## config.mk

```make
export PLATFORM = sky130hd
export DESIGN_NAME = qrau_queue
export DESIGN_NICKNAME = d
export VERILOG_FILES = /design/src/rtl/qrau_pkg.sv /design/src/rtl/qrau_queue.sv
export SDC_FILE = /design/constraint.sdc
export NUM_CORES = 1
export LEC_CHECK = 0
export BUFFER_PORTS_ARGS = -buffer_cell sky130_fd_sc_hd__buf_2
export CAP_MARGIN = 20
export CELL_PAD_IN_SITES_DETAIL_PLACEMENT = 1
export CELL_PAD_IN_SITES_GLOBAL_PLACEMENT = 2
export CORE_MARGIN = 5
export CORE_UTILIZATION = 41
export CTS_CLUSTER_SIZE = 16
export DETAILED_ROUTE_END_ITERATION = 16
export GPL_TIMING_DRIVEN = 1
export PLACE_DENSITY_LB_ADDON = 0.1
export SKIP_LAST_GASP = 1
export SLEW_MARGIN = 20
export SYNTH_ARGS = -nofsm -noshare
export SYNTH_HDL_FRONTEND = slang
export SYNTH_SLANG_ARGS = --single-unit
```

## constraint.sdc

```tcl
create_clock -name clk -period 9.7 [get_ports clk]
set_input_delay 1.94 -clock clk [delete_from_list [all_inputs] [get_ports clk]]
set_output_delay 1.94 -clock clk [all_outputs]
set_load 0.05 [all_outputs]
```

## src/rtl/qrau_pkg.sv

```systemverilog
`timescale 1ns / 1ps
// ----------------------------------------------------------------------------
// qrau_pkg
// Shared types and constants of the qubit rotation angle update core.
// ----------------------------------------------------------------------------
package qrau_pkg;

    // Width of the rotation step registers
    localparam int ROT_BITS  = 30;
    // Configuration port
    localparam int ADDR_BITS = 4;
    localparam int DATA_BITS = 32;

    localparam logic [ROT_BITS-1:0] ROT_LOW_RESET  = 30'd1073742;
    localparam logic [ROT_BITS-1:0] ROT_HIGH_RESET = 30'd53687091;

    // Register indexes (byte address / 4)
    localparam logic [1:0] REG_ROT_LOW   = 2'd0;
    localparam logic [1:0] REG_ROT_HIGH  = 2'd1;
    localparam logic [1:0] REG_DIR_TABLE = 2'd2;

    // Direction table entry codes
    localparam logic [1:0] CODE_NONE   = 2'd0;
    localparam logic [1:0] CODE_PLUS   = 2'd1;
    localparam logic [1:0] CODE_MINUS  = 2'd2;
    localparam logic [1:0] CODE_RANDOM = 2'd3;

    // Signed direction as carried through the pipeline and on the output
    localparam logic signed [1:0] DIR_ZERO = 2'sb00;
    localparam logic signed [1:0] DIR_POS  = 2'sb01;
    localparam logic signed [1:0] DIR_NEG  = 2'sb11;

    // Angle columns of theta/2
    localparam logic [1:0] COL_SAME_SIGN = 2'd0;
    localparam logic [1:0] COL_OPP_SIGN  = 2'd1;
    localparam logic [1:0] COL_COS_ZERO  = 2'd2;
    localparam logic [1:0] COL_SIN_ZERO  = 2'd3;

    // Queue between front and back
    localparam int QDEPTH    = 2;
    localparam int QPTR_BITS = 1;
    localparam int QCNT_BITS = 2;

    typedef struct packed {
        logic [ROT_BITS-1:0] rot_low;
        logic [ROT_BITS-1:0] rot_high;
        logic [31:0]         dir_table;
    } qrau_cfg_t;

endpackage

```

## src/rtl/qrau_queue.sv

```systemverilog
`timescale 1ns / 1ps
// ----------------------------------------------------------------------------
// qrau_queue
// Small register queue between the front and the back.
// ----------------------------------------------------------------------------
module qrau_queue #(
    parameter int WIDTH = 98
) (
    input  logic             clk,
    input  logic             rst_n,
    input  logic             in_valid,
    output logic             in_ready,
    input  logic [WIDTH-1:0] in_data,
    output logic             out_valid,
    input  logic             out_ready,
    output logic [WIDTH-1:0] out_data
);
    import qrau_pkg::*;

    logic [WIDTH-1:0]     data_reg [QDEPTH];
    logic [QPTR_BITS-1:0] wr_ptr_reg, wr_ptr_next;
    logic [QPTR_BITS-1:0] rd_ptr_reg, rd_ptr_next;
    logic [QCNT_BITS-1:0] count_reg, count_next;
    logic                 push, pop;

    assign in_ready  = (count_reg != QCNT_BITS'(QDEPTH));
    assign out_valid = (count_reg != '0);
    assign out_data  = data_reg[rd_ptr_reg];
    assign push      = in_valid && in_ready;
    assign pop       = out_valid && out_ready;

    always_comb
    begin
        wr_ptr_next = push ? wr_ptr_reg + 1'b1 : wr_ptr_reg;
        rd_ptr_next = pop ? rd_ptr_reg + 1'b1 : rd_ptr_reg;
        count_next  = count_reg;
        if (push && !pop)
        begin
            count_next = count_reg + 1'b1;
        end
        else if (pop && !push)
        begin
            count_next = count_reg - 1'b1;
        end
    end

    always_ff @(posedge clk or negedge rst_n)
    begin
        if (!rst_n)
        begin
            wr_ptr_reg <= '0;
            rd_ptr_reg <= '0;
            count_reg  <= '0;
        end
        else
        begin
            wr_ptr_reg <= wr_ptr_next;
            rd_ptr_reg <= rd_ptr_next;
            count_reg  <= count_next;
        end
    end

    always_ff @(posedge clk)
    begin
        if (push)
        begin
            data_reg[wr_ptr_reg] <= in_data;
        end
    end

endmodule

```

==> metrics.md <==
| Metric | Value |
|---|---|
| Status | finished, final reports clean |
| Horiz. Die Dim | 143.4 um |
| Routed Antenna Nets | 0 |
| R2r startpoint | count_reg[0]$_DFFE_PN0P_ |
| CTS-repair resized insts | 0 |
| Initial Util | 42.03% |
| Via count | approximately 3.7k |
| Syn_nets | 426 |
| Worst-Margin Slew | 1077 ps |
| Synth Area per Inst | between 20 and 25 um^2 |
| Hpwl dp | 10100 um |
| Final-report hold violation count | 0 |
| Switch share | around two fifths |
| Share of cells above drive strength 1 | around three fifths |
| Total gr overflow | 0 |
| H-tree depth | 4 |
| Clock tree buffer depth | 2 |
| Flop pwr share | 38.1% |
| Number of library cell types mapped by synthesis | 15 |
| Crit path to | out_data[12] |
| CP arrival | 2700 ps |
| Startpoint Class | flop |
| DR WL met2 | 7777 um |
| Top cell type's share of synthesized area | approximately four fifths |
| DRT Wirelength | 14870 um |
| Die height | approximately 140 um |
| Part of the cycle the worst path needs | 47.87% |
| Count of pins over their slew limit | 0 |
| Hold Crit Class | reg2reg |
| Filler cells | about 1.7k |
| CTS sink cnt | 200 |
| Int Power | 1.953 mW |
| Hold-fix buffers, CTS | 0 |
| Most frequent cells after synthesis | edfxtp_1 (196), mux2_2 (88), mux2_4 (10) |
| CP Class | reg2out |
| Buffers on Ports | roughly 200 |
| Worst EP required | roughly 7800 ps |
| WL met1 | 5590 um |
| Synth Cell Area | 7294 um^2 |
| Clock latency on the worst-skew pair | 420 ps |
| Post-CTS Setup Repair Bufs | 0 |
| Vias per inst | between 4 and 5 |
| Final setup viols | 0 |
| Multi-input combinational cell area | 1244 um^2 |
| Final GP Congestion | 0.6948 |
| Register area | 5989 um^2 |
| Starting DRT DRC Count | approximately 210 |
| Clock power frac | about a fifth |
| Worst clock skew | 4.610 ps |
| GRT Total Usage | 14.58% |
| Slew Limit Headroom | 28.05% |
| Gate power share | approximately two fifths |
| Cell with the most instances after synthesis | edfxtp_1 |
| EDFF count, synth | 196 |
| Min Tclk post-route | 4644 ps |
| Antenna violations before repair | 6 |
| MaxCap Viol Count | 0 |
| DR WL/cell | 19.16 um |
| Vias in the first global route | between 4k and 5k |
| Clk pin slew, worst setup/hold paths | 60 ps |
| Largest register FFs | 196 |
| 1st-pass router iterations | 4 |
| Row count | 48 |
| First-pass GRT wire length | roughly 22000 um |
| F_max | about 220 MHz |
| Cell taking the most area after synthesis | edfxtp_1 |
| Seq/Total Area, Yosys | 82.06% |
| Worst VDD drop | 0.1684 mV |
| Area Growth Syn to Fin | 25.32% |
| Met3 wire len | 1167 um |
| R2r setup slk | 6890 ps |
| Path depth of the worst reg2reg path | 4 |
| Full die area | 20560 um^2 |
| Setup TNS | 0 ps |
| Root Driver | clkbuf_16 |
| Worst setup EP type | output pin |
| Cells after synthesis | 323 |
| Core ar. | approximately 17000 um^2 |
| TritonCTS Buffers | 17 |
| CP startpoint | rd_ptr_reg$_DFFE_PN0P_ |
| Switch Pwr | 1.359 mW |
| CTS tree | built |
| Remaining DRCs | 0 |
| R2r endpoint | data_reg[0][95]$_DFFE_PP_ |
| Yosys reg bits | 200 |
| Top Layer Used | met5 |
| Top post-synthesis cells by area | edfxtp_1 (81%), mux2_2 (14%), mux2_4 (2.1%) |
| Top Ports | 202 |
| RSZ-0062 raised after global routing | no |
| Final core occ | 52.67% |
| Ys flop type | edfxtp_1 |
| Pin count of the biggest net entering global routing | 76 |
| Nets | 638 |
| Synth async-reset ratio | 2.000% |
| Worst-path maximum fanout | 61 |
| Leak | ~3.4 nW |
| Yosys warns | 0 |
| PwrDens | approximately 360 nW/um^2 |
==> cell families (layout without fill, tap and decap cells) <==
group                    after synthesis  after routing  share of synthesized area (%)
flip-flops                           200            200                          82.06
multiplexers                          98             98                          15.64
buffers and inverters                 12            237                          1.063
XOR/XNOR                               5              5                         0.6005
AND/OR/NAND/NOR                        7              7                         0.4634
adder cells (fa/ha/maj)                1              1                         0.1715
other                                  0              3                              0
==> through the flow <==
step,hold slack (ps),power (mW),cells,instance area (um^2),worst slack (ps)
floorplan,455.9,2.372,323,7295,3010
CTS,488.4,3.368,773,9134,4953
global placement,481.3,2.650,741,8547,5397
global route,497.9,3.462,774,9136,4898
detailed placement,476.6,2.668,741,8547,5353
finish,485.8,3.312,776,9141,5056
==> power by group through the flow <==
stage | sequential, mW | combinational [mW] | clock, mW
after floorplan | 1.25 | 1.12 | 0
after global placement | 1.27 | 1.38 | 0
after detailed placement | 1.29 | 1.38 | 0
after CTS | 1.27 | 1.39 | 0.715
after global routing | 1.28 | 1.43 | 0.757
final | 1.26 | 1.36 | 0.691
==> worst max-delay path: stages (launching register included) <==
cell     delay (ps)
dfrtp_4         790
buf_4           820
mux2_2          440
buf_2           220
==> routing by layer <==
metal / up-vias / GRT usage (%)
met5: - / 0
met4: 10 / 5.897
met3: 25 / 5.691
met2: 120 / 24.61
met1: 1843 / 16.70
li1: 1703 / -
==> cell type report <==
class                           instances  share of cell area (%)
Antenna cell                            3                 0.08212
Clock buffer                           18                   4.695
Clock inverter                         14                   1.725
Inverter                                1                 0.04106
Multi-Input combinational cell        111                   13.61
Sequential cell                       200                   65.52
Tap cell                              225                   3.080
Timing Repair Buffer                  204                   11.25
==> how the worst min path moves through the flow <==
stage,from,endpoint,cells past startpoint
final,count_reg[1]$_DFFE_PN0P_,count_reg[1]$_DFFE_PN0P_,1
after global routing,count_reg[1]$_DFFE_PN0P_,count_reg[1]$_DFFE_PN0P_,1
after CTS,count_reg[1]$_DFFE_PN0P_,count_reg[1]$_DFFE_PN0P_,1
after detailed placement,count_reg[1]$_DFFE_PN0P_,count_reg[1]$_DFFE_PN0P_,1
after global placement,count_reg[1]$_DFFE_PN0P_,count_reg[1]$_DFFE_PN0P_,1
after floorplan,count_reg[1]$_DFFE_PN0P_,count_reg[1]$_DFFE_PN0P_,1
==> cell usage in the layout, fill, tap and decap left out <==
cell and count:
nand2_1 2, nand2b_1 1, ha_1 1, clkbuf_16 17, xnor2_1 3, dfrtp_1 3
xor2_1 2, or2_2 1, clkinv_2 2, dfrtp_4 1, inv_1 1, clkinv_1 4
buf_2 201, clkinv_4 4, edfxtp_1 196, bufinv_16 3, mux2_2 88, clkbuf_1 1
clkinvlp_4 1, and3_4 1, diode_2 3, mux2_4 10, nor2_4 1, buf_4 3
nor2_1 1
No activity file was read; power rests on OpenSTA's default activity.
