<file path="src/rtl/qrau_pkg.sv">
`timescale 1ns / 1ps
// ----------------------------------------------------------------------------
// qrau_pkg
// Shared types and constants of the qubit rotation angle update core.
// ----------------------------------------------------------------------------
package qrau_pkg;

    // Width of the rotation step registers
    localparam int ROT_BITS  = 30;
    // Configuration port
    localparam int ADDR_BITS = 4;
    localparam int DATA_BITS = 32;

    localparam logic [ROT_BITS-1:0] ROT_LOW_RESET  = 30'd1073742;
    localparam logic [ROT_BITS-1:0] ROT_HIGH_RESET = 30'd53687091;

    // Register indexes (byte address / 4)
    localparam logic [1:0] REG_ROT_LOW   = 2'd0;
    localparam logic [1:0] REG_ROT_HIGH  = 2'd1;
    localparam logic [1:0] REG_DIR_TABLE = 2'd2;

    // Direction table entry codes
    localparam logic [1:0] CODE_NONE   = 2'd0;
    localparam logic [1:0] CODE_PLUS   = 2'd1;
    localparam logic [1:0] CODE_MINUS  = 2'd2;
    localparam logic [1:0] CODE_RANDOM = 2'd3;

    // Signed direction as carried through the pipeline and on the output
    localparam logic signed [1:0] DIR_ZERO = 2'sb00;
    localparam logic signed [1:0] DIR_POS  = 2'sb01;
    localparam logic signed [1:0] DIR_NEG  = 2'sb11;

    // Angle columns of theta/2
    localparam logic [1:0] COL_SAME_SIGN = 2'd0;
    localparam logic [1:0] COL_OPP_SIGN  = 2'd1;
    localparam logic [1:0] COL_COS_ZERO  = 2'd2;
    localparam logic [1:0] COL_SIN_ZERO  = 2'd3;

    // Queue between front and back
    localparam int QDEPTH    = 2;
    localparam int QPTR_BITS = 1;
    localparam int QCNT_BITS = 2;

    typedef struct packed {
        logic [ROT_BITS-1:0] rot_low;
        logic [ROT_BITS-1:0] rot_high;
        logic [31:0]         dir_table;
    } qrau_cfg_t;

endpackage

</file>
<file path="src/rtl/qrau_front.sv">
`timescale 1ns / 1ps
// ----------------------------------------------------------------------------
// qrau_front
// Classifies an incoming item: picks the direction and forms gap and maximum.
// ----------------------------------------------------------------------------
module qrau_front #(
    parameter int ANGLE_BITS   = 32,
    parameter int FITNESS_BITS = 32
) (
    input  qrau_pkg::qrau_cfg_t       cfg,
    input  logic [ANGLE_BITS-1:0]     theta_in,
    input  logic                      current_bit,
    input  logic                      best_bit,
    input  logic [FITNESS_BITS-1:0]   fitness_current,
    input  logic [FITNESS_BITS-1:0]   fitness_best,
    input  logic                      random_choice,
    output logic signed [1:0]         dir,
    output logic [FITNESS_BITS-1:0]   gap,
    output logic [FITNESS_BITS-1:0]   max_fit
);
    import qrau_pkg::*;

    logic                    cur_gt;
    logic [FITNESS_BITS-1:0] mx;
    logic                    on_axis;
    logic [1:0]              col;
    logic [3:0]              idx;
    logic [1:0]              code;

    assign cur_gt = fitness_current > fitness_best;
    assign gap    = cur_gt ? (fitness_current - fitness_best)
                           : (fitness_best - fitness_current);
    assign mx     = cur_gt ? fitness_current : fitness_best;
    // A zero maximum divides by one: gap is zero too, so the step stays low
    assign max_fit = (mx == '0) ? {{(FITNESS_BITS-1){1'b0}}, 1'b1} : mx;

    assign on_axis = (theta_in[ANGLE_BITS-3:0] == '0);

    always_comb
    begin
        case ({on_axis, theta_in[ANGLE_BITS-2]})
            2'b00:   col = COL_SAME_SIGN;
            2'b01:   col = COL_OPP_SIGN;
            2'b11:   col = COL_COS_ZERO;
            default: col = COL_SIN_ZERO;
        endcase
    end

    // Index wraps at 16
    assign idx  = {current_bit, best_bit, cur_gt, 1'b0} + {2'b00, col};
    assign code = cfg.dir_table[{idx, 1'b0} +: 2];

    always_comb
    begin
        case (code)
            CODE_PLUS:   dir = DIR_POS;
            CODE_MINUS:  dir = DIR_NEG;
            CODE_RANDOM: dir = random_choice ? DIR_NEG : DIR_POS;
            default:     dir = DIR_ZERO;
        endcase
    end

endmodule

</file>
<file path="config.mk">
export PLATFORM = sky130hd
export DESIGN_NAME = qrau_front
export DESIGN_NICKNAME = d
export VERILOG_FILES = /design/src/rtl/qrau_pkg.sv /design/src/rtl/qrau_front.sv
export SDC_FILE = /design/constraint.sdc
export NUM_CORES = 1
export LEC_CHECK = 0
export BUFFER_PORTS_ARGS = -buffer_cell sky130_fd_sc_hd__buf_2
export CORE_MARGIN = 1
export CORE_UTILIZATION = 42
export DETAILED_ROUTE_END_ITERATION = 10
export MAX_ROUTING_LAYER = met4
export PLACE_DENSITY_LB_ADDON = 0.12
export REMOVE_ABC_BUFFERS = 1
export SYNTH_ARGS = -nofsm -noshare
export SYNTH_HDL_FRONTEND = slang
export SYNTH_SLANG_ARGS = --single-unit
</file>
<file path="constraint.sdc">
create_clock -name vclk -period 4.95
set_input_delay 0.495 -clock vclk [all_inputs]
set_output_delay 0.495 -clock vclk [all_outputs]
set_load 0.02 [all_outputs]
</file>
==> out/metrics.yaml, run 1 <==
synthesis:
  synth_seq_area_share: 0
  synth_cells: 670
  ys_types: 64
  yosysWarnings: 0
  syn_avg_cell_area_um2: 6.59
  synthesis.area_um2: 4420
worst_hold_path:
  min-delay-start: "fitness_current[24]"
  hold_path_class: "input pin to output pin"
layout:
  post-route-util: 0.538
  seqCellArea_um2: 0
  final_net_count: 1113
  clock_buffer_count: 0
  drive_gt1_frac: 0.288
  seq_cell_count: 0
  layout_commonest_cell: "buf_2"
  synthToLayoutAreaGrowth_pct: 25.3
  fin_area_um2: 5530
  final_cells: 987
  final_cell_mix: "buf_2, inv_1, a21oi_1"
  antenna_cells: 0
global_route:
  antenna_found_initial: 0
  grt_max_degree: 51
  grt_util_met1: 0.403
  grt_usage: 0.305
  met3_usage: 0.0181
  use_met2: 0.524
  grt-ovfl-total: 0
  busiest_layer: "met2"
  grt_first_pass_wirelength_mm: 26.4
  grt_pass1_vias: 5339
power_and_ir_drop:
  p_int_mw: 0.353
  p_leak_nw: 2.90
  p_comb_frac: 1.000
  p_per_area_nw_per_um2: 168
  power.switching_mw: 0.575
  p_seq_frac: 0
  p_sw_frac: 0.620
  p_clk_frac: 0
  vdd_drop_max_mv: 0.0795
placed_design:
  portBuffers: 196
  dp.cells: 987
  placed_area_um2: 5530
  dpl.hpwl_mm: 14.4
  gp_congestion: 0.903
worst_setup_path:
  critical_path_class: "input pin to output pin"
  slowest_delay_ps: 560
  cpMostUsedCell: "ha_1"
  end_kind: "output pin"
  startpoint: "fitness_current[0]"
  crit_path_top_delay_cell: "mux4_2"
  cp_cell_sequence: "buf_2, inv_1, ha_1, fa_1, nand2b_1, a21o_1, a31o_2, o211ai_1, a21oi_2, or2_1, inv_4, ha_1, ha_1, xor2_1, mux4_2, or2_2, buf_2"
  crit_path_start_kind: "input pin"
  cp.arrival_ps: 4230
  path_max_fanout: 7
  worst_ep_required_time_ps: 4450
floorplanning:
  die_width_um: 105
  dieHeight_um: 105
  coreArea_um2: 10300
  start_util: 0.430
  die_area_um2: 10900
  fp-row-count: 37
  pin_count: 257
detailed_routing:
  ant_nets: 0
  via_per_inst: 5.69
  route.final.wire_length_mm: 16.9
  drtIter0Drc: 390
  drc: 0
  wl_per_cell_um: 17.1
  drt_pass1_iterations: 5
  vias: 5620
sta:
  finalSetupViolCount: 0
  slew_headroom: 0.569
  rsz0062_at_grt: "no"
  timing.fmax_mhz: 212
  period_needed_ps: 4730
  final_max_slew_viol_count: 0
  hold_viol: 0
  worst_pin_slew_ps: 644
  finalCritPeriodShare: 0.955
cts:
  ctsHoldBuffers: 0
  postCtsResizedCells: 0
  cts_setup_buffers: 0
outcome:
  status: "complete, no violations"
run:
  maxCapViolations: 0
## logic make-up (layout without fill, tap and decap cells)
family,Yosys count,after routing,share of synthesized area
AO/OA/AOI/OAI,232,232,0.331
XOR/XNOR,31,31,0.0615
adder cells (fa/ha/maj),69,69,0.199
buffers and inverters,121,302,0.115
multiplexers,19,19,0.0717
AND/OR/NAND/NOR,198,198,0.222
## Yosys cell counts (3+ instances only)
cell type  instances  area [um^2]
o21bai_1          14          105
a21oi_1           68          340
a2111oi_0          3         26.3
buf_6              3         33.8
nor2b_1            4         25.0
buf_2             17         85.1
nor2_1            46          173
a21boi_0           3         22.5
nand4_1           22          138
mux4_2            10          225
o22ai_1            4         25.0
nand2b_1           3         18.8
o21ai_0           66          330
a211oi_1           8         60.1
clkbuf_1          13         48.8
xor2_1            12          105
mux2i_1            8         80.1
a31oi_1            6         37.5
or3_1              5         31.3
nor3_1            13         65.1
and3_1             3         18.8
o31a_1             3         26.3
o21a_1             8         60.1
nor4_1            22          138
ha_1              67          838
a21o_1            21          158
o211ai_1           5         37.5
xnor2_1           19          166
o21ai_1            3         15.0
nand2_1           64          240
inv_1             85          319
## worst paths after layout
kind,to,slack (ps),cells after the start
min,max_fit[24],1360,4
max,dir[0],220,17
## routing by layer
layer	vias to the layer above	wire (um)
met5	-	0
met1	2616	7670
met3	11	974
li1	2767	-
met4	0	182
met2	226	8040
## cell type report
class                      instances  area (um^2)
fill                            1132         4740
inverter                          86          325
multi-input combinational        549         3910
tap                              136          170
timing repair buffer             216         1130
## power groups by stage
stage               Sequential (mW)  Clock (mW)  Combinational (mW)
floorplan                         0           0               0.595
global placement                  0           0               0.916
detailed placement                0           0               0.919
CTS                               0           0               0.922
global route                      0           0                1.00
finish                            0           0               0.928
## critical path: cells and delay by family
kind                       cells  cell delay [ps]
AOI/OAI and AO/OA              4              760
and+or+nand+nor                3              750
adders and majority gates      4              930
buffers and inverters          4              450
muxes                          1              560
xor gates and xnor gates       1              290
## per-stage QoR
step	hold slack, ps	setup WS, ps	TNS [ps]	power [mW]
2_1_floorplan	1190	-397	-619	0.595
3_5_place_dp	1360	234	0	0.919
5_1_grt	1390	31.2	0	1.00
4_1_cts	1360	220	0	0.922
3_3_place_gp	1350	318	0	0.916
6_report	1360	222	0	0.928
Power figures use the tool's default switching activity.
==> run 2, diff against run 1 <==
--- a/config.mk
+++ b/config.mk
@@ -9,6 +9,7 @@
 export CORE_MARGIN = 1
 export CORE_UTILIZATION = 42
 export DETAILED_ROUTE_END_ITERATION = 10
+export GPL_TIMING_DRIVEN = 0
 export MAX_ROUTING_LAYER = met4
 export PLACE_DENSITY_LB_ADDON = 0.12
 export REMOVE_ABC_BUFFERS = 1
==> run 2 against run 1 <==
Cell area is 0.57% higher. Combinational power rose by 2%. Critical path type unchanged. Largest cell class unchanged. Core utilization is 0.30 points higher.
==> out/metrics.yaml, run 2 (synthesis results as in run 1) <==
power_and_ir_drop:
  p_seq_frac: 0  # about the same
  p_leak_nw: 2.88  # was 2.90 nW
  power.switching_mw: 0.592  # was 0.575 mW
  p_per_area_nw_per_um2: 170  # was 168 nW/um^2
  p_int_mw: 0.355  # was 0.353 mW
  p_clk_frac: 0  # about the same
  p_sw_frac: 0.625  # was 0.620
  vdd_drop_max_mv: 0.0829  # was 0.0795 mV
  p_comb_frac: 1.000  # about the same
sta:
  hold_viol: 0  # unchanged
  slew_headroom: 0.549  # was 0.569
  timing.fmax_mhz: 209  # was 212 MHz
  period_needed_ps: 4790  # was 4730 ps
  setup_slack_ps: 162  # was 222 ps
  finalCritPeriodShare: 0.967  # was 0.955
  finalSetupViolCount: 0  # unchanged
  worst_pin_slew_ps: 674  # was 644 ps
  final_max_slew_viol_count: 0  # unchanged
detailed_routing:
  ant_nets: 0  # unchanged
  via_per_inst: 5.76  # was 5.69
  drc: 0  # unchanged
  met2_wirelength_mm: 8.12  # was 8.04 mm
  top_layer: "met4"  # unchanged
  vias: 5664  # was 5620
  drtIter0Drc: 332  # was 390
  route.final.wire_length_mm: 17.5  # was 16.9 mm
  wl_met1_mm: 7.82  # was 7.67 mm
  wl_per_cell_um: 17.8  # was 17.1 um
  drt_pass1_iterations: 4  # was 5
  wl_met3_mm: 1.02  # was 974 um
layout:
  final_cell_mix: "buf_2, inv_1, a21oi_1"  # unchanged
  n_fill_cell: 1113  # was 1132
  layout_commonest_cell: "buf_2"  # unchanged
  seq_cell_count: 0  # unchanged
  fin_area_um2: 5570  # was 5530 um^2
  final_net_count: 1110  # was 1113
  synthToLayoutAreaGrowth_pct: 26.0  # was 25.3%
  seqCellArea_um2: 0  # unchanged
  multi_input_area_um2: 3950  # was 3910 um^2
  final_cells: 984  # was 987
  clock_buffer_count: 0  # unchanged
  drive_gt1_frac: 0.292  # was 0.288
  antenna_cells: 0  # unchanged
outcome:
  status: "complete, no violations"  # unchanged
global_route:
  antenna_found_initial: 0  # unchanged
  grt-ovfl-total: 0  # unchanged
  grt_pass1_vias: 5320  # was 5339
  grt_first_pass_wirelength_mm: 27.0  # was 26.4 mm
  grt_max_degree: 44  # was 51
  grt_usage: 0.314  # was 0.305
placed_design:
  placed_area_um2: 5380  # was 5530 um^2
  dp_slack_ps: -1450  # was 234 ps
  portBuffers: 196  # unchanged
  gp_congestion: 0.897  # was 0.903
  dp.cells: 967  # was 987
  dpl.hpwl_mm: 13.9  # was 14.4 mm
floorplanning:
  start_util: 0.430  # unchanged
  coreArea_um2: 10300  # unchanged
  pin_count: 257  # unchanged
  fp-row-count: 37  # unchanged
  die_area_um2: 10900  # unchanged
  dieHeight_um: 105  # unchanged
  die_width_um: 105  # unchanged
worst_setup_path:
  critical_path_class: "input pin to output pin"  # unchanged
  worst_ep_required_time_ps: 4450  # about the same
  cp.arrival_ps: 4290  # was 4230 ps
  path_max_fanout: 11  # was 7
  crit_path_start_kind: "input pin"  # unchanged
  end_kind: "output pin"  # unchanged
cts:
  ctsHoldBuffers: 0  # unchanged
run:
  maxCapViolations: 0  # unchanged
worst_hold_path:
  hold_path_class: "input pin to output pin"  # unchanged
## run 2: final cells by class
cell class	count	share of cell area
multi-input combinational	550	0.710
inverter	86	0.0609
timing repair inverter	3	0.00472
timing repair buffer	209	0.194
tap	136	0.0306
## run 2: worst max-delay path, stage by stage
cell and delay, ps:
buf_2 130, inv_1 50, ha_1 230, fa_2 340, nand2b_1 170, a21o_1 230
a31o_2 260, o211ai_1 300, a21oi_4 120, or2_4 320, inv_16 100, ha_4 120
ha_2 180, xor2_2 200, mux4_2 540, or2_2 310, buf_2 160
## run 2: per-layer routing
metal,vias to the layer above,global-route usage
met5,-,-
met4,0,0.0755
met3,30,0.0218
met1,2647,0.416
met2,227,0.520
li1,2760,-
## run 2: timing repair
item | in CTS | in global routing
gates cloned | 3 | 1
setup endpoints to repair | 21 | 2
pin swaps | 1 | 7
resized for setup | 9 | 4
setup buffers | 2 | 11
## run 2: worst paths after layout
kind / startpoint / to / slack (ps) / cells past startpoint
setup / recovery: fitness_current[0] / dir[0] / 160 / 17
hold / removal: fitness_current[24] / max_fit[24] / 1360 / 4
## run 2: stage by stage
| stage | total power [mW] | hold slack [ps] | setup TNS (ps) | utilization |
|---|---|---|---|---|
| after floorplan | 0.595 | 1190 | -619 | - |
| after global placement | 0.893 | 1350 | -8020 | 0.524 |
| after detailed placement | 0.898 | 1360 | -7010 | 0.524 |
| after CTS | 0.923 | 1360 | 0 | 0.531 |
| after global routing | 1.02 | 1380 | -6.65 | 0.542 |
| final | 0.947 | 1360 | 0 | 0.542 |
## run 2: power groups by stage
stage	clock (mW)	combinational, mW	sequential (mW)
detailed placement	0	0.898	0
finish	0	0.947	0
global route	0	1.02	0
CTS	0	0.923	0
global placement	0	0.893	0
floorplan	0	0.595	0
